--- config.mk ---
export PLATFORM = sky130hd
export DESIGN_NAME = disk_request_scheduler
export DESIGN_NICKNAME = d
export VERILOG_FILES = /design/src/drs_pkg.sv /design/src/disk_request_scheduler.sv
export SDC_FILE = /design/constraint.sdc
export NUM_CORES = 2
export LEC_CHECK = 0
export BUFFER_PORTS_ARGS = -buffer_cell sky130_fd_sc_hd__buf_4
export CAP_MARGIN = 10
export CORE_MARGIN = 5
export CORE_UTILIZATION = 57
export CTS_CLUSTER_SIZE = 16
export DETAILED_ROUTE_END_ITERATION = 7
export PLACE_DENSITY = 0.77
export SETUP_SLACK_MARGIN = 0.15
export SYNTH_ARGS = -nofsm -noshare
export SYNTH_HDL_FRONTEND = slang
export SYNTH_SLANG_ARGS = --single-unit
--- constraint.sdc ---
create_clock -name clk -period 6.05 [get_ports clk]
set_input_delay 0 -clock clk [delete_from_list [all_inputs] [get_ports clk]]
set_output_delay 0 -clock clk [all_outputs]
set_load 0.03 [all_outputs]
--- src/drs_pkg.sv ---
// Shared constants and types of the disk request scheduler.
`timescale 1ns / 1ps

package drs_pkg;

	localparam int QUEUE_DEPTH = 64;
	localparam int IDX_W = $clog2(QUEUE_DEPTH);
	localparam int CNT_W = $clog2(QUEUE_DEPTH + 1);

	localparam logic [2:0] POL_FIFO  = 3'd0;
	localparam logic [2:0] POL_SSTF  = 3'd1;
	localparam logic [2:0] POL_LOOK  = 3'd2;
	localparam logic [2:0] POL_CLOOK = 3'd3;
	localparam logic [2:0] POL_FLOOK = 3'd4;

	localparam logic [1:0] ST_ADDED   = 2'd0;
	localparam logic [1:0] ST_GRANTED = 2'd1;
	localparam logic [1:0] ST_EMPTY   = 2'd2;
	localparam logic [1:0] ST_FULL    = 2'd3;

	localparam logic OP_ADD  = 1'b0;
	localparam logic OP_PICK = 1'b1;

	typedef struct packed {
		logic        batch;
		logic [15:0] ident;
		logic [15:0] track;
	} entry_t;

endpackage

--- src/disk_request_scheduler.sv ---
// Top level of the disk request scheduler: request store, scan sequencer and result register.
`timescale 1ns / 1ps

// Usage: items arrive on the s_ stream. s_tuser is the operation (add or pick);
// s_tdata carries the request id, the request track and the head track.
// Each item yields one result on the m_ stream: m_tuser is the status,
// m_tdata the granted id, the granted track and the sweep direction.
// The user writes the policy register through cfg_we / cfg_wdata only while idle;
// the block itself does not enforce this. An add or a refused/empty item goes
// straight to its result. A FIFO pick fetches and grants the entry at its position,
// then shifts the later entries of the store down; SSTF, LOOK and C-LOOK add a scan
// and a decision before that, and FLOOK one more batch check. Pick time is set by the
// single read port of the request memory: the scan and the gap-closing
// shift each visit one entry per cycle, the scan through one shared subtract/compare.
// One item is in work at a time; s_tready is high only while idle, and an
// item may be taken while the previous result still waits on m_.
// Reset clears the fill count, direction, active batch, policy and m_tvalid;
// the memory contents need no clearing. If m_tready is low, the finished
// result holds in the output register and the next result waits.
module disk_request_scheduler (
	input  logic        clk,
	input  logic        arst_n,
	input  logic        cfg_we,
	input  logic [2:0]  cfg_wdata,
	input  logic        s_tvalid,
	output logic        s_tready,
	input  logic [47:0] s_tdata,  // request_id, request_track, head_track
	input  logic [0:0]  s_tuser,  // op
	output logic        m_tvalid,
	input  logic        m_tready,
	output logic [39:0] m_tdata,  // grant_id, grant_track, heading_up_out, zero pad
	output logic [1:0]  m_tuser   // status
);

	localparam int IW = drs_pkg::IDX_W;
	localparam int CW = drs_pkg::CNT_W;

	localparam logic [2:0] S_IDLE   = 3'd0;
	localparam logic [2:0] S_CHECK  = 3'd1;
	localparam logic [2:0] S_SCAN   = 3'd2;
	localparam logic [2:0] S_DECIDE = 3'd3;
	localparam logic [2:0] S_FETCH  = 3'd4;
	localparam logic [2:0] S_GRANT  = 3'd5;
	localparam logic [2:0] S_SHIFT  = 3'd6;
	localparam logic [2:0] S_FINISH = 3'd7;

	drs_pkg::entry_t mem [drs_pkg::QUEUE_DEPTH];
	drs_pkg::entry_t rdata_q;
	drs_pkg::entry_t mem_wd;
	logic            mem_we;
	logic [IW-1:0]   mem_wa;
	logic [IW-1:0]   mem_ra;

	logic [2:0]  state_q;
	logic [2:0]  policy_q;
	logic [CW-1:0] count_q;
	logic        heading_q;
	logic        active_q;
	logic [15:0] head_q;

	logic [CW-1:0] ptr_q;
	logic          pend_q;
	logic [IW-1:0] idx_q;
	logic [IW-1:0] wa_q;
	logic [IW-1:0] k_q;

	logic          hit_q;
	logic [IW-1:0] hit_i_q;
	logic          up_ok_q;
	logic [15:0]   up_d_q;
	logic [IW-1:0] up_i_q;
	logic          dn_ok_q;
	logic [15:0]   dn_d_q;
	logic [IW-1:0] dn_i_q;
	logic          any_q;

	logic [1:0]  res_status_q;
	logic [15:0] res_id_q;
	logic [15:0] res_track_q;

	logic        out_valid_q;
	logic [1:0]  out_status_q;
	logic [15:0] out_id_q;
	logic [15:0] out_track_q;
	logic        out_heading_q;

	logic        in_fire;
	logic        ptr_more;
	logic        is_clook;
	logic        is_look;
	logic        is_sstf;
	logic        elig;
	logic [16:0] diff;
	logic        t_eq;
	logic        t_gt;
	logic [15:0] gap;
	logic [15:0] cmp_ref;
	logic        d_less;
	logic        d_greater;
	logic [IW-1:0] dec_k;
	logic          dec_heading;

	assign s_tready = (state_q == S_IDLE);
	assign in_fire  = s_tvalid && s_tready;
	assign ptr_more = (ptr_q < count_q);
	assign is_sstf  = (policy_q == drs_pkg::POL_SSTF);
	assign is_clook = (policy_q == drs_pkg::POL_CLOOK);
	assign is_look  = (policy_q == drs_pkg::POL_LOOK) || (policy_q == drs_pkg::POL_FLOOK);

	assign m_tvalid = out_valid_q;
	assign m_tuser  = out_status_q;
	assign m_tdata  = {7'd0, out_heading_q, out_track_q, out_id_q};

	// shared distance and compare unit
	always_comb begin
		diff      = {1'b0, rdata_q.track} - {1'b0, head_q};
		t_eq      = (diff == 17'd0);
		t_gt      = !diff[16] && !t_eq;
		gap       = diff[16] ? (16'd0 - diff[15:0]) : diff[15:0];
		cmp_ref   = t_gt ? up_d_q : dn_d_q;
		d_less    = (gap < cmp_ref);
		d_greater = (gap > cmp_ref);
		elig      = (policy_q != drs_pkg::POL_FLOOK) || (rdata_q.batch == active_q);
	end

	always_comb begin
		dec_k       = dn_i_q;
		dec_heading = heading_q;
		if (hit_q) begin
			dec_k = hit_i_q;
			if (is_clook) begin
				dec_heading = 1'b1;
			end
		end else if (is_sstf) begin
			if (up_ok_q && dn_ok_q) begin
				if ((up_d_q < dn_d_q) || ((up_d_q == dn_d_q) && (up_i_q < dn_i_q))) begin
					dec_k = up_i_q;
				end else begin
					dec_k = dn_i_q;
				end
			end else if (up_ok_q) begin
				dec_k = up_i_q;
			end
		end else if (is_clook) begin
			if (up_ok_q) begin
				dec_k       = up_i_q;
				dec_heading = 1'b1;
			end else begin
				dec_heading = 1'b0;
			end
		end else if (is_look) begin
			if (heading_q) begin
				if (up_ok_q) begin
					dec_k = up_i_q;
				end else begin
					dec_heading = 1'b0;
				end
			end else if (!dn_ok_q) begin
				dec_k       = up_i_q;
				dec_heading = 1'b1;
			end
		end
	end

	always_comb begin
		mem_we = 1'b0;
		mem_wa = wa_q;
		mem_wd = rdata_q;
		mem_ra = ptr_q[IW-1:0];
		case (state_q)
			S_IDLE: begin
				mem_wa       = count_q[IW-1:0];
				mem_wd.batch = ~active_q;
				mem_wd.ident = s_tdata[15:0];
				mem_wd.track = s_tdata[31:16];
				mem_we       = in_fire && (s_tuser[0] == drs_pkg::OP_ADD) &&
				               (count_q < CW'(drs_pkg::QUEUE_DEPTH));
			end
			S_FETCH: begin
				mem_ra = k_q;
			end
			S_SHIFT: begin
				mem_we = pend_q;
			end
			default: begin
				mem_we = 1'b0;
			end
		endcase
	end

	always_ff @(posedge clk) begin
		if (mem_we) begin
			mem[mem_wa] <= mem_wd;
		end
		rdata_q <= mem[mem_ra];
	end

	always_ff @(posedge clk or negedge arst_n) begin
		if (!arst_n) begin
			policy_q <= drs_pkg::POL_FIFO;
		end else if (cfg_we) begin
			policy_q <= cfg_wdata;
		end
	end

	always_ff @(posedge clk or negedge arst_n) begin
		if (!arst_n) begin
			state_q     <= S_IDLE;
			count_q     <= '0;
			heading_q   <= 1'b0;
			active_q    <= 1'b0;
			pend_q      <= 1'b0;
			out_valid_q <= 1'b0;
		end else begin
			if (out_valid_q && m_tready && (state_q != S_FINISH)) begin
				out_valid_q <= 1'b0;
			end
			case (state_q)
				S_IDLE: begin
					if (in_fire) begin
						head_q       <= s_tdata[47:32];
						res_id_q     <= 16'd0;
						res_track_q  <= 16'd0;
						ptr_q        <= '0;
						pend_q       <= 1'b0;
						hit_q        <= 1'b0;
						up_ok_q      <= 1'b0;
						dn_ok_q      <= 1'b0;
						any_q        <= 1'b0;
						k_q          <= '0;
						if (s_tuser[0] == drs_pkg::OP_ADD) begin
							if (count_q < CW'(drs_pkg::QUEUE_DEPTH)) begin
								count_q      <= count_q + CW'(1);
								res_status_q <= drs_pkg::ST_ADDED;
							end else begin
								res_status_q <= drs_pkg::ST_FULL;
							end
							state_q <= S_FINISH;
						end else if (count_q == '0) begin
							res_status_q <= drs_pkg::ST_EMPTY;
							state_q      <= S_FINISH;
						end else if (policy_q == drs_pkg::POL_FLOOK) begin
							state_q <= S_CHECK;
						end else if (is_sstf || is_look || is_clook) begin
							state_q <= S_SCAN;
						end else begin
							state_q <= S_FETCH;
						end
					end
				end
				S_CHECK, S_SCAN: begin
					if (ptr_more) begin
						pend_q <= 1'b1;
						idx_q  <= ptr_q[IW-1:0];
						ptr_q  <= ptr_q + CW'(1);
					end else begin
						pend_q <= 1'b0;
					end
					if (pend_q) begin
						if (state_q == S_CHECK) begin
							if (rdata_q.batch == active_q) begin
								any_q <= 1'b1;
							end
						end else if (elig && !hit_q) begin
							if (t_eq) begin
								hit_q   <= 1'b1;
								hit_i_q <= idx_q;
							end else if (t_gt) begin
								if (!up_ok_q || d_less) begin
									up_ok_q <= 1'b1;
									up_d_q  <= gap;
									up_i_q  <= idx_q;
								end
							end else if (!dn_ok_q || (is_clook ? d_greater : d_less)) begin
								dn_ok_q <= 1'b1;
								dn_d_q  <= gap;
								dn_i_q  <= idx_q;
							end
						end
					end
					if (!pend_q && !ptr_more) begin
						ptr_q <= '0;
						if (state_q == S_CHECK) begin
							if (!any_q) begin
								active_q  <= ~active_q;
								heading_q <= 1'b1;
							end
							state_q <= S_SCAN;
						end else begin
							state_q <= S_DECIDE;
						end
					end
				end
				S_DECIDE: begin
					k_q       <= dec_k;
					heading_q <= dec_heading;
					state_q   <= S_FETCH;
				end
				S_FETCH: begin
					state_q <= S_GRANT;
				end
				S_GRANT: begin
					res_id_q     <= rdata_q.ident;
					res_track_q  <= rdata_q.track;
					res_status_q <= drs_pkg::ST_GRANTED;
					ptr_q        <= CW'(k_q) + CW'(1);
					wa_q         <= k_q;
					pend_q       <= 1'b0;
					state_q      <= S_SHIFT;
				end
				S_SHIFT: begin
					if (ptr_more) begin
						pend_q <= 1'b1;
						ptr_q  <= ptr_q + CW'(1);
					end else begin
						pend_q <= 1'b0;
					end
					if (pend_q) begin
						wa_q <= wa_q + IW'(1);
					end
					if (!pend_q && !ptr_more) begin
						count_q <= count_q - CW'(1);
						state_q <= S_FINISH;
					end
				end
				S_FINISH: begin
					if (!out_valid_q || m_tready) begin
						out_valid_q   <= 1'b1;
						out_status_q  <= res_status_q;
						out_id_q      <= res_id_q;
						out_track_q   <= res_track_q;
						out_heading_q <= heading_q;
						state_q       <= S_IDLE;
					end
				end
				default: begin
					state_q <= S_IDLE;
				end
			endcase
		end
	end

endmodule
==> key figures <==
Finish
  – Layout cells sized above 1: 15.74%
  – Area of the multi-input gates: roughly 23000 µm²
  – FILL cells: 10458
  – Fin util: 64.94%
  – Final #Nets: around 6500
  – Layout area overhead: 13.27%
  – Reg area: 69430 µm²
  – Non-Filler Instances: 8778

Setup path
  – Worst Setup End Kind: register
  – Crit-path max FO: 22
  – Crit path kind: register to register
  – CP max stage delay: ~0.42 ns
  – Worst path cell trace: inv_1 -> ha_1 -> fa_1 -> and2b_1 -> o21ai_1 -> a31oi_1 -> o21ai_1 -> xnor2_1 -> nor4_4 -> a31o_1 -> buf_4 -> mux2i_1 -> ha_1 -> and4_1 -> a221o_1 -> a221oi_1 -> o21a_1 -> nand2_1 -> o211a_1 -> nor3_2 -> buf_6
  – Data arrival, critical path: between 6 and 7 ns
  – Required @ worst endpoint: 6.58 ns
  – CP max-delay cell: fa_1
  – Critical Path Source Type: register

Timing
  – Slew Limit Fails: 0
  – Slew @ Worst Pin: 1.320 ns
  – Fin. Hold Viols: 0
  – Fmax achieved: roughly 180 MHz
  – Setup Viol. Count Final: 0
  – Max-slew headroom: between 10% and 20%
  – TNS Setup: 0 ns
  – RSZ-0062 raised after global routing: false
  – Fin crit share: 91.49%
  – Worst clock skew: 0.03716 ns
  – Min Clock Period, post-route: 5.535 ns

Route
  – 1st-iter DRT viols: 9376
  – WL final: 255.6 mm
  – Vias/cell: approximately 6.5
  – # DRC: 1
  – Vias: 57376
  – Wirelength per Cell: between 20 and 30 µm
  – Pre-antenna DRT Iters: 8
  – DRT antenna net count: 0

Min path
  – HP Class: input port to register

Synthesis
  – Dominant synthesized flop cell: edfxtp_1
  – Seq/Total Area, Yosys: 74.40%
  – Ys async rst share: less than 1%
  – Post-Synthesis Cells: around 6000
  – EDFF count, synth: 2276
  – Post-synth cell types: between 70 and 80
  – Mapped Area: 93320 µm²
  – YS warnings: 0
  – Mean cell area of the mapped netlist: 15.09 µm²
  – #FFs+latches synth: 2326

Placed design
  – Post-DP HPWL: around 140 mm
  – DP Cell Count: 8310
  – Port Buf Inserts: 93
  – Gpl congestion: about 0.87

Floorplan
  – Row count: 148
  – Core Region: about 160000 µm²
  – Die H: between 400 and 500 µm
  – Die area: 171900 µm²
  – Die width: between 400 and 500 µm
  – I/O Pins: 101
  – Initial core utilization: 57.33%

GRT
  – Largest net degree at the start of global routing: between 150 and 200
  – Antenna violations before repair: 5
  – Global-route usage over all layers: 29.30%
  – First-pass GRT wire length: roughly 370 mm
  – Vias in the first global route: around 57000
  – Total congestion overflow: 0

Power
  – Maximum vdd drop: between 0.8 and 0.9 mV
  – Pwr dens: between 500 and 600 nW/µm²
  – Pleak: 0.03598 µW

CTS
  – Root buffer cell: clkbuf_16
  – H-tree depth: 4
  – Maximum root-to-sink buffer count: 3
  – Clock slew at reported path FFs: 0.06 ns
  – Setup Buffers After CTS: 0
  – TritonCTS Buffers: roughly 220
  – Clock latency on the worst-skew pair: 0.87 ns
  – Clock Sinks: 2326
  – CTS tree: built

Status
  – Failing checks: design-rule violations
  – Status: finished with violations

Flow run
  – Max Cap Viol: 0
-- Yosys cell counts (6+ instances only) --
master | count | area share, %
a211oi_1 | 8 | 0.064
a21o_1 | 18 | 0.14
a21oi_1 | 253 | 1.4
a311oi_1 | 132 | 1.2
and2_1 | 36 | 0.24
and3_1 | 142 | 0.95
buf_1 | 18 | 0.072
buf_2 | 100 | 0.54
buf_4 | 33 | 0.27
buf_6 | 11 | 0.13
clkbuf_1 | 200 | 0.80
dfrtp_1 | 17 | 0.46
dfxtp_1 | 33 | 0.71
edfxtp_1 | 2276 | 73
ha_1 | 69 | 0.93
inv_1 | 61 | 0.25
mux2_2 | 7 | 0.084
mux2i_1 | 35 | 0.38
mux4_2 | 264 | 6.4
nand2_1 | 1495 | 6.0
nand2b_1 | 12 | 0.080
nand3_1 | 429 | 2.3
nand3b_1 | 8 | 0.064
nand4_1 | 42 | 0.28
nor2_1 | 142 | 0.57
nor2b_1 | 12 | 0.080
nor3_1 | 18 | 0.097
nor4_1 | 35 | 0.23
o21a_1 | 6 | 0.048
o21ai_0 | 120 | 0.64
o31ai_1 | 8 | 0.064
xnor2_1 | 30 | 0.28
xor2_1 | 18 | 0.17
-- metrics by stage --
step,power [µW],cell area [µm²],hold WS [ns],setup WS (ns)
6_report,57040,105700,0.04472,0.5151
4_1_cts,56560,105700,0.002007,0.4018
3_5_place_dp,42330,97680,-0.08112,0.4367
3_3_place_gp,41810,97680,-0.08636,0.5076
5_1_grt,58980,105700,0.03976,0.2037
2_1_floorplan,34560,93350,-0.2956,0.3726
-- worst paths after layout --
kind	startpoint	to	slack (ns)	depth (start not counted)
min in group asynchronous	arst_n	heading_q$_DFFE_PN0P_	0.47	3
hold / removal	s_tdata[1]	mem[60][17]$_DFFE_PP_	0.04	4
max in group asynchronous	arst_n	active_q$_DFFE_PN0P_	5.03	3
setup reg to reg	rdata_q[0]$_DFF_P_	dn_d_q[13]$_DFFE_PP_	0.52	21
setup / recovery	rdata_q[0]$_DFF_P_	dn_d_q[13]$_DFFE_PP_	0.52	21
hold reg to reg	res_id_q[6]$_SDFFCE_PN0P_	out_id_q[6]$_DFFE_PP_	0.42	0
-- worst max-delay path: cells and delay by family, from the launching register on --
kind                       cells  cell delay (ns)
adders and majority gates      3             0.92
DFF                            1             0.31
and+or+nand+nor                5             1.11
buffers and inverters          3             0.59
AOI/OAI and AO/OA              8             1.82
muxes                          1             0.25
xor gates and xnor gates       1             0.21
-- logic make-up after synthesis --
family	after synthesis	share of synthesized area, %
DFF	2326	74.40
other	1	0.004019
buffers and inverters	425	2.066
adders and majority gates	71	0.9681
xor gates and xnor gates	48	0.4505
muxes	307	6.856
AOI/OAI and AO/OA	610	4.126
and+or+nand+nor	2395	11.13
-- placed cells by master, fill, tap and decap left out, drive strengths merged, types with 42 or more instances in the layout --
cell	instances
edfxtp	2276
nand2	1495
nand3	429
buf	309
clkbuf	275
mux4	264
a21oi	254
and3	142
nor2	142
a311oi	132
o21ai	125
clkinv	89
ha	69
inv	68
dlygate4sd3	58
nand4	42
-- metal layers --
layer  GRT usage, %  wire (µm)  part of all wire [%]  vias to the layer above
li1               -          -                     -                    23825
met1          39.55      89330                    35                    28543
met2          44.94     117200                    46                     4406
met3          7.800      34880                    14                      598
met4          14.23      14150                   5.5                        4
met5              0         24                0.0094                        -
-- cell type report --
type	count	area share, %
antenna	2	0.004735
clock buffer	275	5.577
clock inverter	133	1.434
inverter	62	0.2202
multi-input combinational	3438	21.53
sequential	2326	65.69
tap	2175	2.575
timing repair buffer	367	2.972
-- registers in the layout, indices dropped and copies added, names as in the netlist, 7 cells and up --
register,count
count_q,7
dn_d_q,16
out_track_q,16
rdata_q,33
head_q,16
out_id_q,16
ptr_q,7
res_id_q,16
mem,2112
res_track_q,16
up_d_q,16
-- power breakdown --
| group | total [µW] | switching [µW] | leakage (µW) | internal [µW] |
|---|---|---|---|---|
| registers | 21400 | 427 | 0.0211 | 21000 |
| clock network | 14200 | 6010 | 0.00362 | 8150 |
| logic | 21500 | 15000 | 0.0112 | 6490 |
| total | 57000 | 21400 | 0.0360 | 35600 |
-- timing repair --
item	CTS	global route
endpoints found under the hold margin	432	0
gates resized for setup	0	3
setup endpoints to repair	0	33
hold buffers	58	0
Power figures use the tool's default switching activity.
